**config.mk**
```make
export PLATFORM = sky130hd
export DESIGN_NAME = fsg_queue
export DESIGN_NICKNAME = d
export VERILOG_FILES = /design/src/rtl/frequency_sweep_generator_defines.svh /design/src/rtl/fsg_pkg.sv /design/src/rtl/fsg_queue.sv
export SDC_FILE = /design/constraint.sdc
export NUM_CORES = 1
export LEC_CHECK = 0
export BUFFER_PORTS_ARGS = -buffer_cell sky130_fd_sc_hd__buf_2
export CAP_MARGIN = 20
export CORE_MARGIN = 2
export CORE_UTILIZATION = 40
export CTS_BUF_LIST = sky130_fd_sc_hd__clkbuf_8 sky130_fd_sc_hd__clkbuf_16
export DETAILED_ROUTE_END_ITERATION = 7
export PLACE_DENSITY = 0.66
export SETUP_SLACK_MARGIN = 0.4
export SLEW_MARGIN = 10
export SYNTH_ARGS = -nofsm -noshare
export SYNTH_HDL_FRONTEND = slang
export SYNTH_SLANG_ARGS = --single-unit
export TNS_END_PERCENT = 50
```
**constraint.sdc**
```tcl
create_clock -name clk -period 2.4 [get_ports clk]
set_input_delay 0.12 -clock clk [delete_from_list [all_inputs] [get_ports clk]]
set_output_delay 0.12 -clock clk [all_outputs]
set_load 0.05 [all_outputs]
```
**src/rtl/frequency_sweep_generator_defines.svh**
```systemverilog
// Assertion macros for the file that carries concurrent checks.
`ifndef FREQUENCY_SWEEP_GENERATOR_DEFINES_SVH
`define FREQUENCY_SWEEP_GENERATOR_DEFINES_SVH

`ifndef SYNTH
`define FSG_ASSERT_IMP(lbl, ante, cons, msg) \
  lbl: assert property (@(posedge clk) disable iff (!rst_n) (ante) |-> (cons)) \
    else $error(msg);
`define FSG_ASSERT_NXT(lbl, ante, cons, msg) \
  lbl: assert property (@(posedge clk) disable iff (!rst_n) (ante) |=> (cons)) \
    else $error(msg);
`else
`define FSG_ASSERT_IMP(lbl, ante, cons, msg)
`define FSG_ASSERT_NXT(lbl, ante, cons, msg)
`endif

`endif

```
**src/rtl/fsg_pkg.sv**
```systemverilog
package fsg_pkg;

  localparam int FREQ_W     = 35;
  localparam int FIN_W      = 27;
  localparam int PERIOD_W   = 32;
  localparam int CYCLE_W    = 33;
  localparam int REPS_W     = 32;
  localparam int CFG_IDX_W  = 4;
  localparam int CFG_DATA_W = 32;
  localparam int LOG_FRAC   = 24;
  localparam int UNIT_SHIFT = 30;
  localparam int MANT_W     = 31;
  localparam int EXP_W      = 5;
  localparam int LOG_W      = EXP_W + LOG_FRAC;
  localparam int QDEPTH     = 2;
  localparam int QPTR_W     = 1;
  localparam int QCNT_W     = 2;

  localparam logic [CFG_IDX_W-1:0] REG_START_FREQ   = 4'd0;
  localparam logic [CFG_IDX_W-1:0] REG_STOP_FREQ    = 4'd1;
  localparam logic [CFG_IDX_W-1:0] REG_PERIOD_TICKS = 4'd2;
  localparam logic [CFG_IDX_W-1:0] REG_LOG_MODE     = 4'd3;
  localparam logic [CFG_IDX_W-1:0] REG_UP_DOWN      = 4'd4;
  localparam logic [CFG_IDX_W-1:0] REG_ENDLESS      = 4'd5;
  localparam logic [CFG_IDX_W-1:0] REG_REPETITIONS  = 4'd6;
  localparam logic [CFG_IDX_W-1:0] REG_ENABLE       = 4'd7;

  typedef struct packed {
    logic [FIN_W-1:0]    start_freq;
    logic [FIN_W-1:0]    stop_freq;
    logic [PERIOD_W-1:0] period_ticks;
    logic                log_mode;
    logic                up_down;
    logic                endless;
    logic [REPS_W-1:0]   repetitions;
    logic                enable;
  } cfg_t;

  typedef struct packed {
    logic [PERIOD_W-1:0] phase;
    logic                fin;
    logic                inv;
  } job_t;

  typedef enum logic [2:0] {
    BK_IDLE,
    BK_CALC,
    BK_MUL,
    BK_EXP,
    BK_VMUL,
    BK_SCALE
  } back_state_t;

  function automatic logic [FIN_W-1:0] nz_freq(input logic [FIN_W-1:0] f);
    return (f == '0) ? FIN_W'(1) : f;
  endfunction

  function automatic logic [PERIOD_W-1:0] nz_period(input logic [PERIOD_W-1:0] p);
    return (p == '0) ? PERIOD_W'(1) : p;
  endfunction

  function automatic logic [63:0] isqrt64(input logic [63:0] val);
    logic [63:0] v;
    logic [63:0] res;
    logic [63:0] bt;
    v   = val;
    res = '0;
    bt  = 64'd1 << 62;
    for (int i = 0; i < 32; i++) begin
      if (bt > v) bt = bt >> 2;
    end
    for (int i = 0; i < 32; i++) begin
      if (bt != '0) begin
        if (v >= res + bt) begin
          v   = v - (res + bt);
          res = (res >> 1) + bt;
        end else begin
          res = res >> 1;
        end
        bt = bt >> 2;
      end
    end
    return res;
  endfunction

  // Root k is 2^(2^-k) in units of 2^30, built by repeated square roots.
  function automatic logic [63:0] root_val(input int k);
    logic [63:0] r;
    r = 64'd1 << (UNIT_SHIFT + 1);
    for (int j = 1; j <= LOG_FRAC; j++) begin
      if (j <= k) r = isqrt64(r << UNIT_SHIFT);
    end
    return r;
  endfunction

endpackage

```
**src/rtl/fsg_queue.sv**
```systemverilog
module fsg_queue (
  input  logic          clk,
  input  logic          rst_n,
  input  logic          push,
  input  fsg_pkg::job_t push_data,
  input  logic          pop,
  output fsg_pkg::job_t pop_data,
  output logic          full,
  output logic          empty
);

  fsg_pkg::job_t                      slot_r [fsg_pkg::QDEPTH];
  logic [fsg_pkg::QPTR_W-1:0]         wr_ptr_r;
  logic [fsg_pkg::QPTR_W-1:0]         rd_ptr_r;
  logic [fsg_pkg::QCNT_W-1:0]         cnt_r;

  assign full     = (cnt_r == fsg_pkg::QCNT_W'(fsg_pkg::QDEPTH));
  assign empty    = (cnt_r == '0);
  assign pop_data = slot_r[rd_ptr_r];

  always_ff @(posedge clk) begin
    if (!rst_n) begin
      wr_ptr_r <= '0;
      rd_ptr_r <= '0;
      cnt_r    <= '0;
    end else begin
      if (push) wr_ptr_r <= wr_ptr_r + 1'b1;
      if (pop) rd_ptr_r <= rd_ptr_r + 1'b1;
      if (push && !pop) cnt_r <= cnt_r + 1'b1;
      else if (pop && !push) cnt_r <= cnt_r - 1'b1;
    end
  end

  always_ff @(posedge clk) begin
    if (push) slot_r[wr_ptr_r] <= push_data;
  end

endmodule

```
# --- Yosys cells after proc, flatten, opt, wreduce, memory -nomap -nowiden ---
# Memories as Yosys holds them, arrays and structs flattened. A register that Yosys moved wholly into a read port is not among the register bits.
# Index checks and enable logic that the tools add are counted.
classes:
  n_addsub: 4
  order_cmp: 0
  n_eq_ne: 1
  div_mod_pow: 0
  shift: 0
  mux: 6
  bitwise_logic: 0
  reduce_logical: 6
  multipliers: 0
op_table:
  columns: ["cell", "n"]
  rows:
  - ["$mux W1", 4]
  - ["$mux W2", 2]
  - ["$add A1 B1 Y1 const B", 2]
  - ["$add A2 B1 Y2 const B", 1]
  - ["$eq A2 B2 Y1 const B", 1]
  - ["$logic_and A1 B1 Y1", 2]
  - ["$logic_not A1 Y1", 2]
  - ["$logic_not A2 Y1", 1]
  - ["$reduce_bool A2 Y1", 1]
  - ["$sub A2 B1 Y2 const B", 1]
totals:
  n_memories: 1
  reg_bits: 4
  latch_bits: 0
  wordCells: 21
  output_inout_bits: 36
  romBits: 0
  ramBits: 68
  in_bits: 38
mem_list:
  columns: ["memory", "depth", "width", "rd", "rd_clocked_by_memory_dff", "write_ports", "line_no", "text"]
  rows:
  - ["slot_r", 2, 34, 1, 1, 1, "fsg_queue.sv:12", "fsg_pkg::job_t slot_r [fsg_pkg::QDEPTH];"]

# --- Longest topological paths before layout ---
depth:
  word_depth: 4
  depth_mapped: 5
  depth_no_buf: 5

# --- Least setup slack after synthesis ---
# No wires, ideal clock.
synth_timing:
  path_kind: "reg2reg"
  startpoint: "register wr_ptr_r"
  endpoint: "memory slot_r[0][0] (netlist bit) (enable)"
  arrival_ns: 1.864
  path_stages_with_launch: 2
  slack_ns: 0.106
  required_time_ns: 1.970
  period_less_slack_ns: 2.294
  setup_ns: 0.430
  path_buffers: 0
  cell_sequence: "dfxtp_1 -> nor2b_1"
synth_rtl:
  columns: ["item", "line_no", "text"]
  rows:
  - ["from (decl)", "fsg_queue.sv:13", "logic [fsg_pkg::QPTR_W-1:0] wr_ptr_r;"]
  - ["from (signal assigned)", "fsg_queue.sv:27", "if (push) wr_ptr_r <= wr_ptr_r + 1'b1;"]
  - ["to (decl)", "fsg_queue.sv:12", null]
# No word-level cell before the write port.

==> flow_summary.yaml <==
status:
  status: "finished, violations left"
  violations: "DRC"
worst_setup_path:
  worstSetupPathType: "reg -> out"
  start_kind: "flip-flop"
  path_max_fanout: 15
  crit_arrival_ps: 1760
  crit_required_ps: 2280
  crit_path_end_kind: "primary output"
power:
  internal_power_mw: 2.22
  leakagePower_nw: 1.43
  finalPower_mw: 3.03
  p_switching_mw: 0.801
  swShare: 0.265
  power_density_nw_per_um2: 817
  pwr-share-clk: 0.330
  pwr-share-seq: 0.492
  ir_drop_v: 0.000395
  p_comb_frac: 0.177
timing:
  rsz0062_at_grt: "false"
  fmax_ghz: 0.533
  tns_ps: 0
  setup_viol: 0
  finalHoldViolCount: 0
  clock_skew_ps: 7.62
  slew_violations: 0
  min_period_ps: 1880
  slew_headroom: 0.697
  min_period_over_period: 0.782
  worst_pin_slew_ps: 454
min_path:
  hold_path.class: "in -> reg"
floorplanning:
  coreArea_um2: 6420
  fp.dieH_um: 85.7
  die-area_um2: 7350
  die_w_um: 85.7
  start_util: 0.416
  rows: 29
  num_io_pins: 74
route:
  drt-vias-per-instance: 4.66
  highest_layer: "met4"
  firstDrtPassIters: 8
  met2_length_um: 2240
  wl_met3_um: 310
  finalWirelength_um: 4840
  drt_iter0_drc: 57
  drc: 5
  met1_length_um: 2180
  antenna_left: 0
  vias: 1534
  post_drt_wl_per_cell_um: 14.7
placed_design:
  hpwl_um: 2960
  numPortBuffers: 73
  gp_congestion: 0.692
  placed_area_um2: 3150
clock_tree:
  clockRootBuffer: "clkbuf_8"
  cts_setup_buffers: 0
  cts_tree: "built"
  clk_pin_slew_ps: 70
  cts.hold.buffers_added: 34
  cts_buffers: 9
  cts.sinks: 73
  post_cts_resize_count: 0
  htree_num_levels: 3
  cts_buffer_depth: 2
  clk_latency_ps: 330
global_route:
  antenna_found_initial: 0
  grt_pass1_wl_um: 7670
  grt-ovfl-total: 0
  grt_max_degree: 30
  grt_pass1_vias: 1636
  grtUsageTotal: 0.140
synthesis:
  synth_nets: 167
  yosysSeqAreaShare: 0.802
  syn_area_per_cell_um2: 20.9
  syn-cell-area_um2: 2670
  synth_cell_types: 17
  netlist_instances: 128
  synth_seq_cells: 73
  yosys_warnings: 0
finish:
  diodes: 0
  nNetsFinal: 286
  design_area_um2: 3700
  drive_gt1_frac: 0.512
  synthToLayoutAreaGrowth_pct: 38.5
  final_util: 0.576
run:
  cap_violations: 0
[sequential cells by signal, summed over array words and instances, names as in the netlist, named ones only]
name      flops
slot_r       68
wr_ptr_r      1
cnt_r         2
rd_ptr_r      1
[power groups by stage]
stage / Combinational, mW / Sequential [mW] / Clock (mW)
2_1_floorplan: 0.378 / 1.51 / 0
3_3_place_gp: 0.493 / 1.52 / 0
3_5_place_dp: 0.495 / 1.52 / 0
4_1_cts: 0.540 / 1.49 / 1.02
5_1_grt: 0.566 / 1.50 / 1.07
6_report: 0.537 / 1.49 / 0.999
[through the flow]
step | hold WS [ps] | instances | setup slack [ps]
2_1_floorplan | 219 | 128 | 759
3_3_place_gp | 307 | 279 | 883
3_5_place_dp | 313 | 279 | 862
4_1_cts | 32.5 | 329 | 492
5_1_grt | 53.1 | 329 | 423
6_report | 38.3 | 329 | 522
[cell type report]
| cell class | count | area, um^2 |
|---|---|---|
| fillers | 524 | 2720 |
| repair buffers | 112 | 743 |
| inverters | 1 | 3.75 |
| flip-flops and latches | 73 | 2140 |
| clock buffers | 9 | 124 |
| multi-input cells | 50 | 507 |
| well taps | 77 | 96.3 |
| clock inverters | 7 | 85.1 |
[routing by layer]
metal / GRT usage / vias up
met5: 0 / -
met4: 0.0678 / 0
met3: 0.0462 / 11
met2: 0.219 / 65
met1: 0.175 / 725
li1: - / 733
[kinds of logic after synthesis]
kind of cell,count (synthesis),share of synthesized area
buf+inv,5,0.0117
fa+ha+maj,1,0.00468
xor+xnor,3,0.00984
mux,34,0.143
flops,73,0.802
compound gates,3,0.00749
simple gates,9,0.0211
[worst max-delay path, stage by stage (launching register included)]
cell     delay (ps)
dfxtp_1         530
buf_4           310
mux2_2          370
buf_2           210
[cell usage after synthesis, drive strengths merged]
master,count,area share
o21ai,1,0.0019
inv,1,0.0014
and2b,1,0.0033
ha,1,0.0047
xor2,2,0.0066
nor2b,2,0.0047
o21a,1,0.0028
mux2,34,0.14
nor2,1,0.0014
xnor2,1,0.0033
or3,1,0.0023
edfxtp,68,0.76
a21boi,1,0.0028
and2,4,0.0094
dfxtp,5,0.037
buf,4,0.010
[path summary, 6_finish.rpt]
check | startpoint | to | slack (ps) | cells after the start
worst min-delay path | rst_n | wr_ptr_r | 40 | 2
worst max register to register | wr_ptr_r | slot_r[1][30] | 990 | 2
worst min register to register | cnt_r[1] | cnt_r[1] | 510 | 2
worst max-delay path | flip-flop | pop_data[5] | 520 | 3
[placed cells by master, fill, tap and decap left out]
cell type,count
xor2_1,2
clkinv_2,2
xnor2_1,1
edfxtp_1,68
dfxtp_1,5
bufinv_16,2
nor2b_4,1
ha_1,1
dlygate4sd3_1,34
a21boi_1,1
and2b_2,1
o21ai_0,1
buf_4,5
mux2_2,34
clkbuf_8,9
or3_1,1
buf_2,73
o21a_1,1
clkinv_1,2
clkinvlp_4,1
and2_2,1
nor2b_1,1
inv_1,1
nor2_1,1
and2_1,3
No activity file was read; power rests on OpenSTA's default activity.
