===== config.mk =====
export PLATFORM = sky130hd
export DESIGN_NAME = fsg_front_flat
export DESIGN_NICKNAME = d
export VERILOG_FILES = /design/src/rtl/frequency_sweep_generator_defines.svh /design/src/rtl/fsg_pkg.sv /design/src/rtl/fsg_in_if.sv /design/src/rtl/fsg_front.sv /design/src/flat_wrapper.sv
export SDC_FILE = /design/constraint.sdc
export NUM_CORES = 1
export LEC_CHECK = 0
export BUFFER_PORTS_ARGS = -buffer_cell sky130_fd_sc_hd__clkbuf_2
export CAP_MARGIN = 20
export CORE_ASPECT_RATIO = 0.7
export CORE_MARGIN = 2
export CORE_UTILIZATION = 55
export CTS_BUF_LIST = sky130_fd_sc_hd__clkbuf_16
export DETAILED_ROUTE_END_ITERATION = 10
export PLACE_DENSITY = 0.85
export RECOVER_POWER = 25
export SETUP_SLACK_MARGIN = 0.2
export SYNTH_ARGS = -nofsm -noshare
export SYNTH_HDL_FRONTEND = slang
export SYNTH_SLANG_ARGS = --single-unit

===== constraint.sdc =====
create_clock -name clk -period 5.7 [get_ports clk]
set_input_delay 0.285 -clock clk [delete_from_list [all_inputs] [get_ports clk]]
set_output_delay 0.285 -clock clk [all_outputs]
set_load 0.03 [all_outputs]

===== src/rtl/frequency_sweep_generator_defines.svh =====
// Assertion macros for the file that carries concurrent checks.
`ifndef FREQUENCY_SWEEP_GENERATOR_DEFINES_SVH
`define FREQUENCY_SWEEP_GENERATOR_DEFINES_SVH

`ifndef SYNTH
`define FSG_ASSERT_IMP(lbl, ante, cons, msg) \
  lbl: assert property (@(posedge clk) disable iff (!rst_n) (ante) |-> (cons)) \
    else $error(msg);
`define FSG_ASSERT_NXT(lbl, ante, cons, msg) \
  lbl: assert property (@(posedge clk) disable iff (!rst_n) (ante) |=> (cons)) \
    else $error(msg);
`else
`define FSG_ASSERT_IMP(lbl, ante, cons, msg)
`define FSG_ASSERT_NXT(lbl, ante, cons, msg)
`endif

`endif


===== src/rtl/fsg_pkg.sv =====
package fsg_pkg;

  localparam int FREQ_W     = 35;
  localparam int FIN_W      = 27;
  localparam int PERIOD_W   = 32;
  localparam int CYCLE_W    = 33;
  localparam int REPS_W     = 32;
  localparam int CFG_IDX_W  = 4;
  localparam int CFG_DATA_W = 32;
  localparam int LOG_FRAC   = 24;
  localparam int UNIT_SHIFT = 30;
  localparam int MANT_W     = 31;
  localparam int EXP_W      = 5;
  localparam int LOG_W      = EXP_W + LOG_FRAC;
  localparam int QDEPTH     = 2;
  localparam int QPTR_W     = 1;
  localparam int QCNT_W     = 2;

  localparam logic [CFG_IDX_W-1:0] REG_START_FREQ   = 4'd0;
  localparam logic [CFG_IDX_W-1:0] REG_STOP_FREQ    = 4'd1;
  localparam logic [CFG_IDX_W-1:0] REG_PERIOD_TICKS = 4'd2;
  localparam logic [CFG_IDX_W-1:0] REG_LOG_MODE     = 4'd3;
  localparam logic [CFG_IDX_W-1:0] REG_UP_DOWN      = 4'd4;
  localparam logic [CFG_IDX_W-1:0] REG_ENDLESS      = 4'd5;
  localparam logic [CFG_IDX_W-1:0] REG_REPETITIONS  = 4'd6;
  localparam logic [CFG_IDX_W-1:0] REG_ENABLE       = 4'd7;

  typedef struct packed {
    logic [FIN_W-1:0]    start_freq;
    logic [FIN_W-1:0]    stop_freq;
    logic [PERIOD_W-1:0] period_ticks;
    logic                log_mode;
    logic                up_down;
    logic                endless;
    logic [REPS_W-1:0]   repetitions;
    logic                enable;
  } cfg_t;

  typedef struct packed {
    logic [PERIOD_W-1:0] phase;
    logic                fin;
    logic                inv;
  } job_t;

  typedef enum logic [2:0] {
    BK_IDLE,
    BK_CALC,
    BK_MUL,
    BK_EXP,
    BK_VMUL,
    BK_SCALE
  } back_state_t;

  function automatic logic [FIN_W-1:0] nz_freq(input logic [FIN_W-1:0] f);
    return (f == '0) ? FIN_W'(1) : f;
  endfunction

  function automatic logic [PERIOD_W-1:0] nz_period(input logic [PERIOD_W-1:0] p);
    return (p == '0) ? PERIOD_W'(1) : p;
  endfunction

  function automatic logic [63:0] isqrt64(input logic [63:0] val);
    logic [63:0] v;
    logic [63:0] res;
    logic [63:0] bt;
    v   = val;
    res = '0;
    bt  = 64'd1 << 62;
    for (int i = 0; i < 32; i++) begin
      if (bt > v) bt = bt >> 2;
    end
    for (int i = 0; i < 32; i++) begin
      if (bt != '0) begin
        if (v >= res + bt) begin
          v   = v - (res + bt);
          res = (res >> 1) + bt;
        end else begin
          res = res >> 1;
        end
        bt = bt >> 2;
      end
    end
    return res;
  endfunction

  // Root k is 2^(2^-k) in units of 2^30, built by repeated square roots.
  function automatic logic [63:0] root_val(input int k);
    logic [63:0] r;
    r = 64'd1 << (UNIT_SHIFT + 1);
    for (int j = 1; j <= LOG_FRAC; j++) begin
      if (j <= k) r = isqrt64(r << UNIT_SHIFT);
    end
    return r;
  endfunction

endpackage


===== src/rtl/fsg_in_if.sv =====
interface fsg_in_if;
  logic valid;
  logic ready;
  logic action;
  logic paused;
  modport source (output valid, output action, output paused, input ready);
  modport sink (input valid, input action, input paused, output ready);
endinterface


===== src/rtl/fsg_front.sv =====
module fsg_front (
  input  logic                              clk,
  input  logic                              rst_n,
  fsg_in_if.sink                            in_ch,
  input  logic                              cfg_we,
  input  logic [fsg_pkg::CFG_IDX_W-1:0]     cfg_index,
  input  logic [fsg_pkg::CFG_DATA_W-1:0]    cfg_data,
  input  logic                              q_full,
  output logic                              q_push,
  output fsg_pkg::job_t                     q_job,
  output fsg_pkg::cfg_t                     cfg
);

  fsg_pkg::cfg_t                     cfg_r, cfg_nxt;
  logic [fsg_pkg::PERIOD_W-1:0]      phase_r, phase_nxt;
  logic [fsg_pkg::CYCLE_W-1:0]       cycle_r, cycle_nxt;
  logic                              exh_r, exh_nxt;
  logic                              cfg_restart;
  logic                              accept;
  logic                              emit_ok;
  logic                              fin;
  logic                              inv;
  logic [fsg_pkg::CYCLE_W-1:0]       total;
  logic [fsg_pkg::PERIOD_W:0]        phase_inc;
  logic [fsg_pkg::PERIOD_W-1:0]      per;
  logic [fsg_pkg::FIN_W-1:0]         fa, fb;

  assign cfg         = cfg_r;
  assign in_ch.ready = !q_full;
  assign accept      = in_ch.valid && in_ch.ready;

  assign per       = fsg_pkg::nz_period(cfg_r.period_ticks);
  assign fa        = fsg_pkg::nz_freq(cfg_r.start_freq);
  assign fb        = fsg_pkg::nz_freq(cfg_r.stop_freq);
  assign emit_ok   = cfg_r.enable && !(!cfg_r.endless && exh_r);
  assign total     = cfg_r.up_down ? {cfg_r.repetitions, 1'b0} : {1'b0, cfg_r.repetitions};
  assign fin       = !cfg_r.endless && (cycle_r >= total);
  assign inv       = (fa > fb) ^ (cycle_r[0] && cfg_r.up_down);
  assign phase_inc = {1'b0, phase_r} + 1'b1;

  assign q_push = accept && !in_ch.action && !in_ch.paused && emit_ok;
  assign q_job  = '{phase: phase_r, fin: fin, inv: inv};

  // Changes restart the sweep (reps only if not endless); same values do not.
  always_comb begin
    cfg_nxt     = cfg_r;
    cfg_restart = 1'b0;
    if (cfg_we) begin
      case (cfg_index)
        fsg_pkg::REG_START_FREQ: begin
          cfg_nxt.start_freq = cfg_data[fsg_pkg::FIN_W-1:0];
          cfg_restart        = cfg_nxt.start_freq != cfg_r.start_freq;
        end
        fsg_pkg::REG_STOP_FREQ: begin
          cfg_nxt.stop_freq = cfg_data[fsg_pkg::FIN_W-1:0];
          cfg_restart       = cfg_nxt.stop_freq != cfg_r.stop_freq;
        end
        fsg_pkg::REG_PERIOD_TICKS: begin
          cfg_nxt.period_ticks = cfg_data[fsg_pkg::PERIOD_W-1:0];
          cfg_restart          = cfg_nxt.period_ticks != cfg_r.period_ticks;
        end
        fsg_pkg::REG_LOG_MODE: begin
          cfg_nxt.log_mode = cfg_data[0];
          cfg_restart      = cfg_nxt.log_mode != cfg_r.log_mode;
        end
        fsg_pkg::REG_UP_DOWN: begin
          cfg_nxt.up_down = cfg_data[0];
          cfg_restart     = cfg_nxt.up_down != cfg_r.up_down;
        end
        fsg_pkg::REG_ENDLESS: begin
          cfg_nxt.endless = cfg_data[0];
          cfg_restart     = cfg_nxt.endless != cfg_r.endless;
        end
        fsg_pkg::REG_REPETITIONS: begin
          cfg_nxt.repetitions = cfg_data[fsg_pkg::REPS_W-1:0];
          cfg_restart = (cfg_nxt.repetitions != cfg_r.repetitions) && !cfg_r.endless;
        end
        fsg_pkg::REG_ENABLE: begin
          cfg_nxt.enable = cfg_data[0];
          cfg_restart    = cfg_nxt.enable != cfg_r.enable;
        end
        default: ;
      endcase
    end
  end

  always_comb begin
    phase_nxt = phase_r;
    cycle_nxt = cycle_r;
    exh_nxt   = exh_r;
    if (cfg_restart) begin
      phase_nxt = '0;
      cycle_nxt = '0;
      exh_nxt   = (cfg_nxt.repetitions == '0);
    end else if (accept) begin
      if (in_ch.action) begin
        phase_nxt = '0;
        cycle_nxt = '0;
        exh_nxt   = (cfg_r.repetitions == '0);
      end else if (!in_ch.paused) begin
        if (emit_ok && fin) exh_nxt = 1'b1;
        if (phase_inc >= {1'b0, per}) begin
          phase_nxt = '0;
          cycle_nxt = cycle_r + 1'b1;
        end else begin
          phase_nxt = phase_inc[fsg_pkg::PERIOD_W-1:0];
        end
      end
    end
  end

  always_ff @(posedge clk) begin
    if (!rst_n) begin
      cfg_r <= '{start_freq: 27'd1000, stop_freq: 27'd1000, period_ticks: 32'd1000,
                 log_mode: 1'b0, up_down: 1'b0, endless: 1'b1,
                 repetitions: '0, enable: 1'b0};
      phase_r <= '0;
      cycle_r <= '0;
      exh_r   <= 1'b0;
    end else begin
      cfg_r   <= cfg_nxt;
      phase_r <= phase_nxt;
      cycle_r <= cycle_nxt;
      exh_r   <= exh_nxt;
    end
  end

endmodule


===== src/flat_wrapper.sv =====
// flat-port wrapper written by rule: the top's interface ports become plain ports
module fsg_front_flat 
  (clk, rst_n, cfg_we, cfg_index, cfg_data, q_full, q_push, q_job, cfg, in_ch_valid, in_ch_action, in_ch_paused, in_ch_ready);
  fsg_in_if in_ch_i ();
  input  logic clk;
  input  logic rst_n;
  input  logic cfg_we;
  input  logic [fsg_pkg::CFG_IDX_W-1:0] cfg_index;
  input  logic [fsg_pkg::CFG_DATA_W-1:0] cfg_data;
  input  logic q_full;
  output logic q_push;
  output fsg_pkg::job_t q_job;
  output fsg_pkg::cfg_t cfg;
  input wire logic [$bits(in_ch_i.valid)-1:0] in_ch_valid;
  input wire logic [$bits(in_ch_i.action)-1:0] in_ch_action;
  input wire logic [$bits(in_ch_i.paused)-1:0] in_ch_paused;
  output wire logic [$bits(in_ch_i.ready)-1:0] in_ch_ready;
  assign in_ch_i.valid = in_ch_valid;
  assign in_ch_i.action = in_ch_action;
  assign in_ch_i.paused = in_ch_paused;
  assign in_ch_ready = in_ch_i.ready;
  fsg_front u_core (.clk(clk), .rst_n(rst_n), .in_ch(in_ch_i), .cfg_we(cfg_we), .cfg_index(cfg_index), .cfg_data(cfg_data), .q_full(q_full), .q_push(q_push), .q_job(q_job), .cfg(cfg));
endmodule

; After elaboration in Yosys (flattened, before gate mapping)
; Index checks and enable logic that the tools add are counted.
[classes]
bitwise = 2
eq_ne = 17
add_sub_neg = 2
n_reduce_logical = 35
n_mux = 20
magnitude_cmp = 3
[ops]
columns = operator, n
row1 = 33-bit 2-to-1 mux, 5
row2 = 32-bit 2-to-1 mux, 5
row3 = 32-bit zero test, 3
row4 = 32-bit != test, 2
row5 = 27-bit zero test, 2
row6 = 27-bit 2-to-1 mux, 2
row7 = 27-bit != test, 2
row8 = 32-bit by 1-bit adder with 33-bit output (second input constant), 1
row9 = 33-bit by 1-bit adder with 33-bit output (second input constant), 1
row10 = 33-bit by 32-bit greater-or-equal comparator with 1-bit output, 1
row11 = 33-bit greater-or-equal comparator, 1
row12 = 27-bit > comparator, 1
row13 = 4-bit by 3-bit == test with 1-bit output (second input constant), 4
row14 = 2-bit AND reduction, 8
row15 = 1-bit logical AND, 10
row16 = 4-bit by 2-bit == test with 1-bit output (second input constant), 2
row17 = 1-bit one-hot mux with 8 select lines, 1
row18 = 1-bit 2-to-1 mux, 7
row19 = 3-bit AND reduction, 2
row20 = 1-bit zero test, 5
row21 = 4-bit by 1-bit == test with 1-bit output (second input constant), 1
row22 = 4-bit zero test, 1
row23 = 1-bit != test, 4
row24 = 2-bit nonzero test, 2
row25 = 6 further kinds, 6
[word_totals]
ff_bits = 188
in_bits = 43
elab_cells = 90
output_inout_bits = 158

; Depth between registers and ports, before layout
[depth]
depth_word = 10
depth_mapped = 19
depth_no_buf = 15

; Worst setup path after synthesis
; OpenSTA, ideal clock, no wires.
[synth_timing]
path_kind = register -> register
start = register u_core.phase_r[7] (netlist name)
end = register u_core.phase_r[20] (netlist name)
setup_ns = 0.066
required_ns = 5.634
n_path_buf = 4
arrival_ns = 4.002
synth_period_minus_slack_ns = 4.068
path_slack_ns = 1.632
path_stages_with_launch = 20
cell_sequence = dfxtp_1 -> clkbuf_1 -> nand4_1 -> nor4_4 -> and3_1 -> and2_1 -> nand2_1 -> xnor2_1 -> ha_1 -> a21oi_1 -> nand2_1 -> a221oi_1 -> nor2_1 -> a211oi_1 -> buf_6 -> and2_1 -> clkbuf_1 -> clkbuf_1 -> nand3_1 -> a21oi_2
[synth_via]
elab_chain_cells = 5
[synth_rtl]
columns = item, line
row1 = from (decl), fsg_front.sv:15  ; logic [fsg_pkg::PERIOD_W-1:0] phase_r, phase_nxt;
row2 = from (signal assigned), fsg_front.sv:122  ; phase_r <= phase_nxt;
row3 = 32-bit by 1-bit adder with 33-bit output (*), fsg_front.sv:39  ; assign phase_inc = {1'b0, phase_r} + 1'b1;
row4 = 33-bit by 32-bit greater-or-equal comparator with 1-bit output, fsg_front.sv:102  ; if (phase_inc >= {1'b0, per}) begin
row5 = 32-bit 2-to-1 mux (*), fsg_front.sv:102
row6 = 32-bit 2-to-1 mux (*), fsg_front.sv:100  ; end else if (!in_ch.paused) begin
row7 = 32-bit 2-to-1 mux (*), fsg_front.sv:96  ; if (in_ch.action) begin
; Every way passes the cells marked *; elsewhere a longest branch is shown, timed or not. The select of a mux whose other input is x is not followed.
; A chain may end at the register's enable or synchronous reset.

; Worst setup path in the final report
[layout_timing]
start = register u_core.phase_r[0] (netlist name)
end = register u_core.phase_r[15] (netlist name)
; The elaborated chain is that of the path after synthesis.

==> run summary <==
The number of placed instances with taps included is 2046. The synthesized instance count was 1658; the number of clock buffers inserted by TritonCTS was 17. Relative area change from synthesis to final layout: 10.7%. The global routing stage identified its most utilized layer as met1.

The number of buffers and inverters on the critical path works out to 1. The share of the synthesized area in the top cell type was 29.9%; the clock-pin transition on the worst setup and hold timing paths was 0.08 ns. The tools report the total negative setup slack as 0 ns. Following the worst setup path forward leads to its endpoint at u_core.phase_r[15]$_SDFFE_PP0P_. The number of hold violations in the final report was 0. The arithmetic-cell share of the synthesized area counting full adders, half adders and majority gates is 9.33%. After synthesis, the largest family of logic cells by area is simple AND/OR/NAND/NOR gates. The count of cells in the finished layout, fillers not included, comes to 2082.

Post-CTS timing repair inserted 0 buffers for setup. For the sequential cell area fraction in the yosys report, the log shows 29.9%. The cell sitting at the root of the clock tree is a sky130_fd_sc_hd__clkbuf_16. Among the stages of the critical path, the cell type that occurs most often is sky130_fd_sc_hd__and3_1. The final estimated routing congestion in global placement is 1.12, and the minimum clock period is 5.00 ns. Number of max-capacitance violations reported: 0.

The number of pins with negative max-slew slack in the final report came out at 0. The worst setup path is launched from a flip-flop. The vertical die dimension is 131 um, and the number of sinks handled by clock tree synthesis is 188. The die outline width works out to 185 um.

The critical path runs through a total of 16 cells. The largest delay contributor family on the critical path was simple AND/OR/NAND/NOR gates. The total of warnings raised by yosys was 0.

In this run the cell area measured after placement is 0.0135 sq mm. After synthesis, the share of flip-flops with an asynchronous set or reset is 0%. The flow ran to the end, and the final reports show no timing, DRC or antenna violations. After detailed routing, the average wire length per cell comes to 22.2 um. The share of synthesized area spent on multiplexers came out at 3.27%. Pin count of the biggest net entering global routing: 57.

At the pin with the least slew margin, the transition time is 1.40 ns. Of the total synthesized cell area, the portion taken by AND, OR, NAND and NOR gates is 24.8%. For the detailed router's first-iteration violation count, the log shows 1661. The run gives 54.4% as the met1 track demand over resource. In the global route stage, overall resource usage came out at 37.7%. Setup slack closes at 0.703 ns. The logs give 2 for the maximum clock insertion buffer count and 13287 for the detailed-route via count.

The required time reported for the critical path endpoint was 6.05 ns. STA classifies the critical path endpoint as a flip-flop. The boundary pin count was 201. Critical-path cell with the highest stage delay: sky130_fd_sc_hd__and2_1.

For the final database, setup skew stands at 0.0157 ns. The largest fanout of any net on the critical path is 39, and the worst reg-to-reg path cell count is 16. In this run the critical register-to-register path is captured at u_core.phase_r[15]$_SDFFE_PP0P_. Among all flip-flop cells after synthesis, the most frequent one is sky130_fd_sc_hd__dfxtp_1.

The category of the critical setup timing path is reg2reg. Dividing total power by cell area gives a power density of 201 mW/mm^2. The number of storage elements in the synthesis netlist came out at 188. The first global-routing pass estimated 69100 um of wire. Global routing consumed, on the met2 layer, 52.1% of the routing resources. The launching instance or port of the critical path was u_core.phase_r[0]$_SDFFE_PP0P_.

The total of buffers placed on input and output ports was 200. Once the floorplan was initialized, standard cells occupied 55.9% of the core. The run gives 62 as the number of distinct library cell variants in the gate-level netlist after synthesis. The final layout net count came out at 1892. The run gives 0 as the overflow left after global routing. The final period utilization is 87.7%.

The clock tree synthesis step divided the H-tree into 4 levels. Yosys attributes the largest share of cell area to sky130_fd_sc_hd__dfxtp_1 30%, sky130_fd_sc_hd__nand2_1 9.4%, sky130_fd_sc_hd__ha_1 9.3%. In this run the standard cell core region covers 0.0226 sq mm. The first-pass iteration count of the detailed router is 10, and the worst ir drop on vdd is 227 uV. The post-route netlist has 9.96% of its cells at a drive strength greater than 1. The number of nets in the synthesized netlist is 1795. The minimum hold slack is 0.140 ns. The critical path goes through and3_1, and3_1, and3_1, nand4_1, nor2_1, xor2_1, ha_1, and4_1, and4_1, a31oi_1, nand2_1, a211oi_4, buf_4, and2_1, nand3_1, a21oi_1. The tools report the number of antenna violations at the first check in global routing as 4.

Setup repair after global routing left no endpoint under its margin. The die covers 0.0242 sq mm. Global routing met3 resource utilization: 13.0%. Summing the areas of all compound-gate instances in the mapped netlist gives 16.1% of the synthesized area. The run gives 0.45 ns as the clock latency at the later pin of the worst-skew pair. In this run, post-CTS repair resized a total of 0 instances. The tools report the via count of the first global-routing pass as 11844. For the total length of routed wires, the log shows 46300 um. Via-per-instance ratio: 6.38. The register-to-register setup slack is 0.70 ns. The logs give 0 for the number of DRC violations after detailed routing and 46 for the cell row count. The mapped cell area is 0.0126 sq mm, and the worst setup slack after placement is 0.950 ns.

The xor/xnor cell area share of the yosys netlist was 9.45%. Of all cell types, the one taking the most synthesized area is sky130_fd_sc_hd__dfxtp_1. In this run the critical register-to-register path is launched from u_core.phase_r[0]$_SDFFE_PP0P_. Most frequent cell after synthesis: sky130_fd_sc_hd__nand2_1. The number of hold buffers added after CTS was 0. The run gives 2.81 mW as the final total power.

Ranked by instance count, the synthesized netlist is headed by 314 x sky130_fd_sc_hd__nand2_1, 188 x sky130_fd_sc_hd__dfxtp_1, 174 x sky130_fd_sc_hd__a21oi_1. The reported leakage power came out at 5.19 nW. The run gives 33700 um as the half-perimeter wire length of the detailed placement result.

Setup violations remaining at the end of the flow were counted as 0. TritonCTS built the clock tree. The min-delay analysis places its worst path in the category in2reg.

The longest individual stage delay on the worst path was 0.73 ns; the upper clock frequency limit was 200 MHz. Summing all non-filler instances in the final layout gives an area of 0.0140 sq mm. Data on the critical path arrives at its endpoint at 5.35 ns. The worst-case headroom to the max-slew limit was 6.68%. The mean cell area of the mapped netlist was 7.60 sq um. Counting flops with a built-in enable in the synthesized netlist gives 0. For the remaining antenna violation count, the log shows 0. Cells fill 61.9% of the core in the end.
## cells in the final DEF (no fill, tap or decap), types with 31 or more instances in the layout
cell and n:
sky130_fd_sc_hd__xnor2_1 121, sky130_fd_sc_hd__o21ai_0 33, sky130_fd_sc_hd__nand3_1 60, sky130_fd_sc_hd__clkbuf_1 82
sky130_fd_sc_hd__nor4_1 45, sky130_fd_sc_hd__clkbuf_2 119, sky130_fd_sc_hd__nor2_1 62, sky130_fd_sc_hd__nand2_1 314
sky130_fd_sc_hd__mux2i_1 40, sky130_fd_sc_hd__a211oi_1 31, sky130_fd_sc_hd__nand4_1 47, sky130_fd_sc_hd__dfxtp_1 187
sky130_fd_sc_hd__a21oi_1 174, sky130_fd_sc_hd__ha_1 94, sky130_fd_sc_hd__and3_1 36, sky130_fd_sc_hd__inv_1 86
## worst register-to-register path, delay by kind of cell (launching register included)
kind / cells / cell delay, ns
flip-flops: 1 / 0.45
XOR/XNOR: 1 / 0.24
adder cells (fa/ha/maj): 1 / 0.29
buffers and inverters: 1 / 0.46
AO/OA/AOI/OAI: 3 / 0.87
AND/OR/NAND/NOR: 10 / 2.60
## power breakdown
part / internal, mW / switching [mW] / total (mW)
Clock: 0.548 / 0.544 / 1.09
Combinational: 0.105 / 0.251 / 0.356
Sequential: 1.33 / 0.0313 / 1.36
Total: 1.98 / 0.826 / 2.81
## state kept, by name, indices dropped and copies added (netlist names)
register and cells:
u_core.cfg 122, u_core.cycle_r 33, u_core.exh_r 1, u_core.phase_r 32
## per-layer routing
| metal | share of wire, % | vias up | wire, um |
|---|---|---|---|
| met4 | 2.8 | 2 | 1300 |
| met2 | 40 | 918 | 18500 |
| met3 | 15 | 118 | 7080 |
| met5 | 0.028 | - | 13 |
| met1 | 42 | 6285 | 19400 |
| li1 | - | 5964 | - |
## cells by family (layout without fill, tap and decap cells)
| group | count (synthesis) | after routing |
|---|---|---|
| simple gates | 650 | 650 |
| compound gates | 331 | 331 |
| mux | 41 | 41 |
| flops | 188 | 188 |
| other cells | 0 | 3 |
| buf+inv | 218 | 327 |
| xor+xnor | 136 | 136 |
| fa+ha+maj | 94 | 94 |
## worst min path at each step
stage | end | slack [ns] | depth (start not counted) | start
after global routing | u_core.cfg[66]$_SDFFE_PN0P_ | 0.15 | 3 | cfg_data[30]
final | u_core.cfg[31]$_SDFF_PN0_ | 0.14 | 3 | cfg_data[30]
after floorplan | u_core.cfg[28]$_SDFF_PN0_ | 0.42 | 2 | cfg_data[27]
after global placement | u_core.phase_r[1]$_SDFFE_PP0P_ | 0.48 | 2 | u_core.phase_r[1]$_SDFFE_PP0P_
after CTS | u_core.cfg[31]$_SDFF_PN0_ | 0.13 | 3 | cfg_data[30]
after detailed placement | u_core.phase_r[21]$_SDFFE_PP0P_ | 0.49 | 2 | u_core.phase_r[21]$_SDFFE_PP0P_
## cell type report
class	instances	area [sq um]
antenna	3	7.51
clock buffer	17	425
clock inverter	14	82.6
fill	2063	8610
inverter	84	315
multi-input combinational	1252	7960
sequential	188	3760
tap	312	390
timing repair buffer	212	1010
Power figures use the tool's default switching activity.
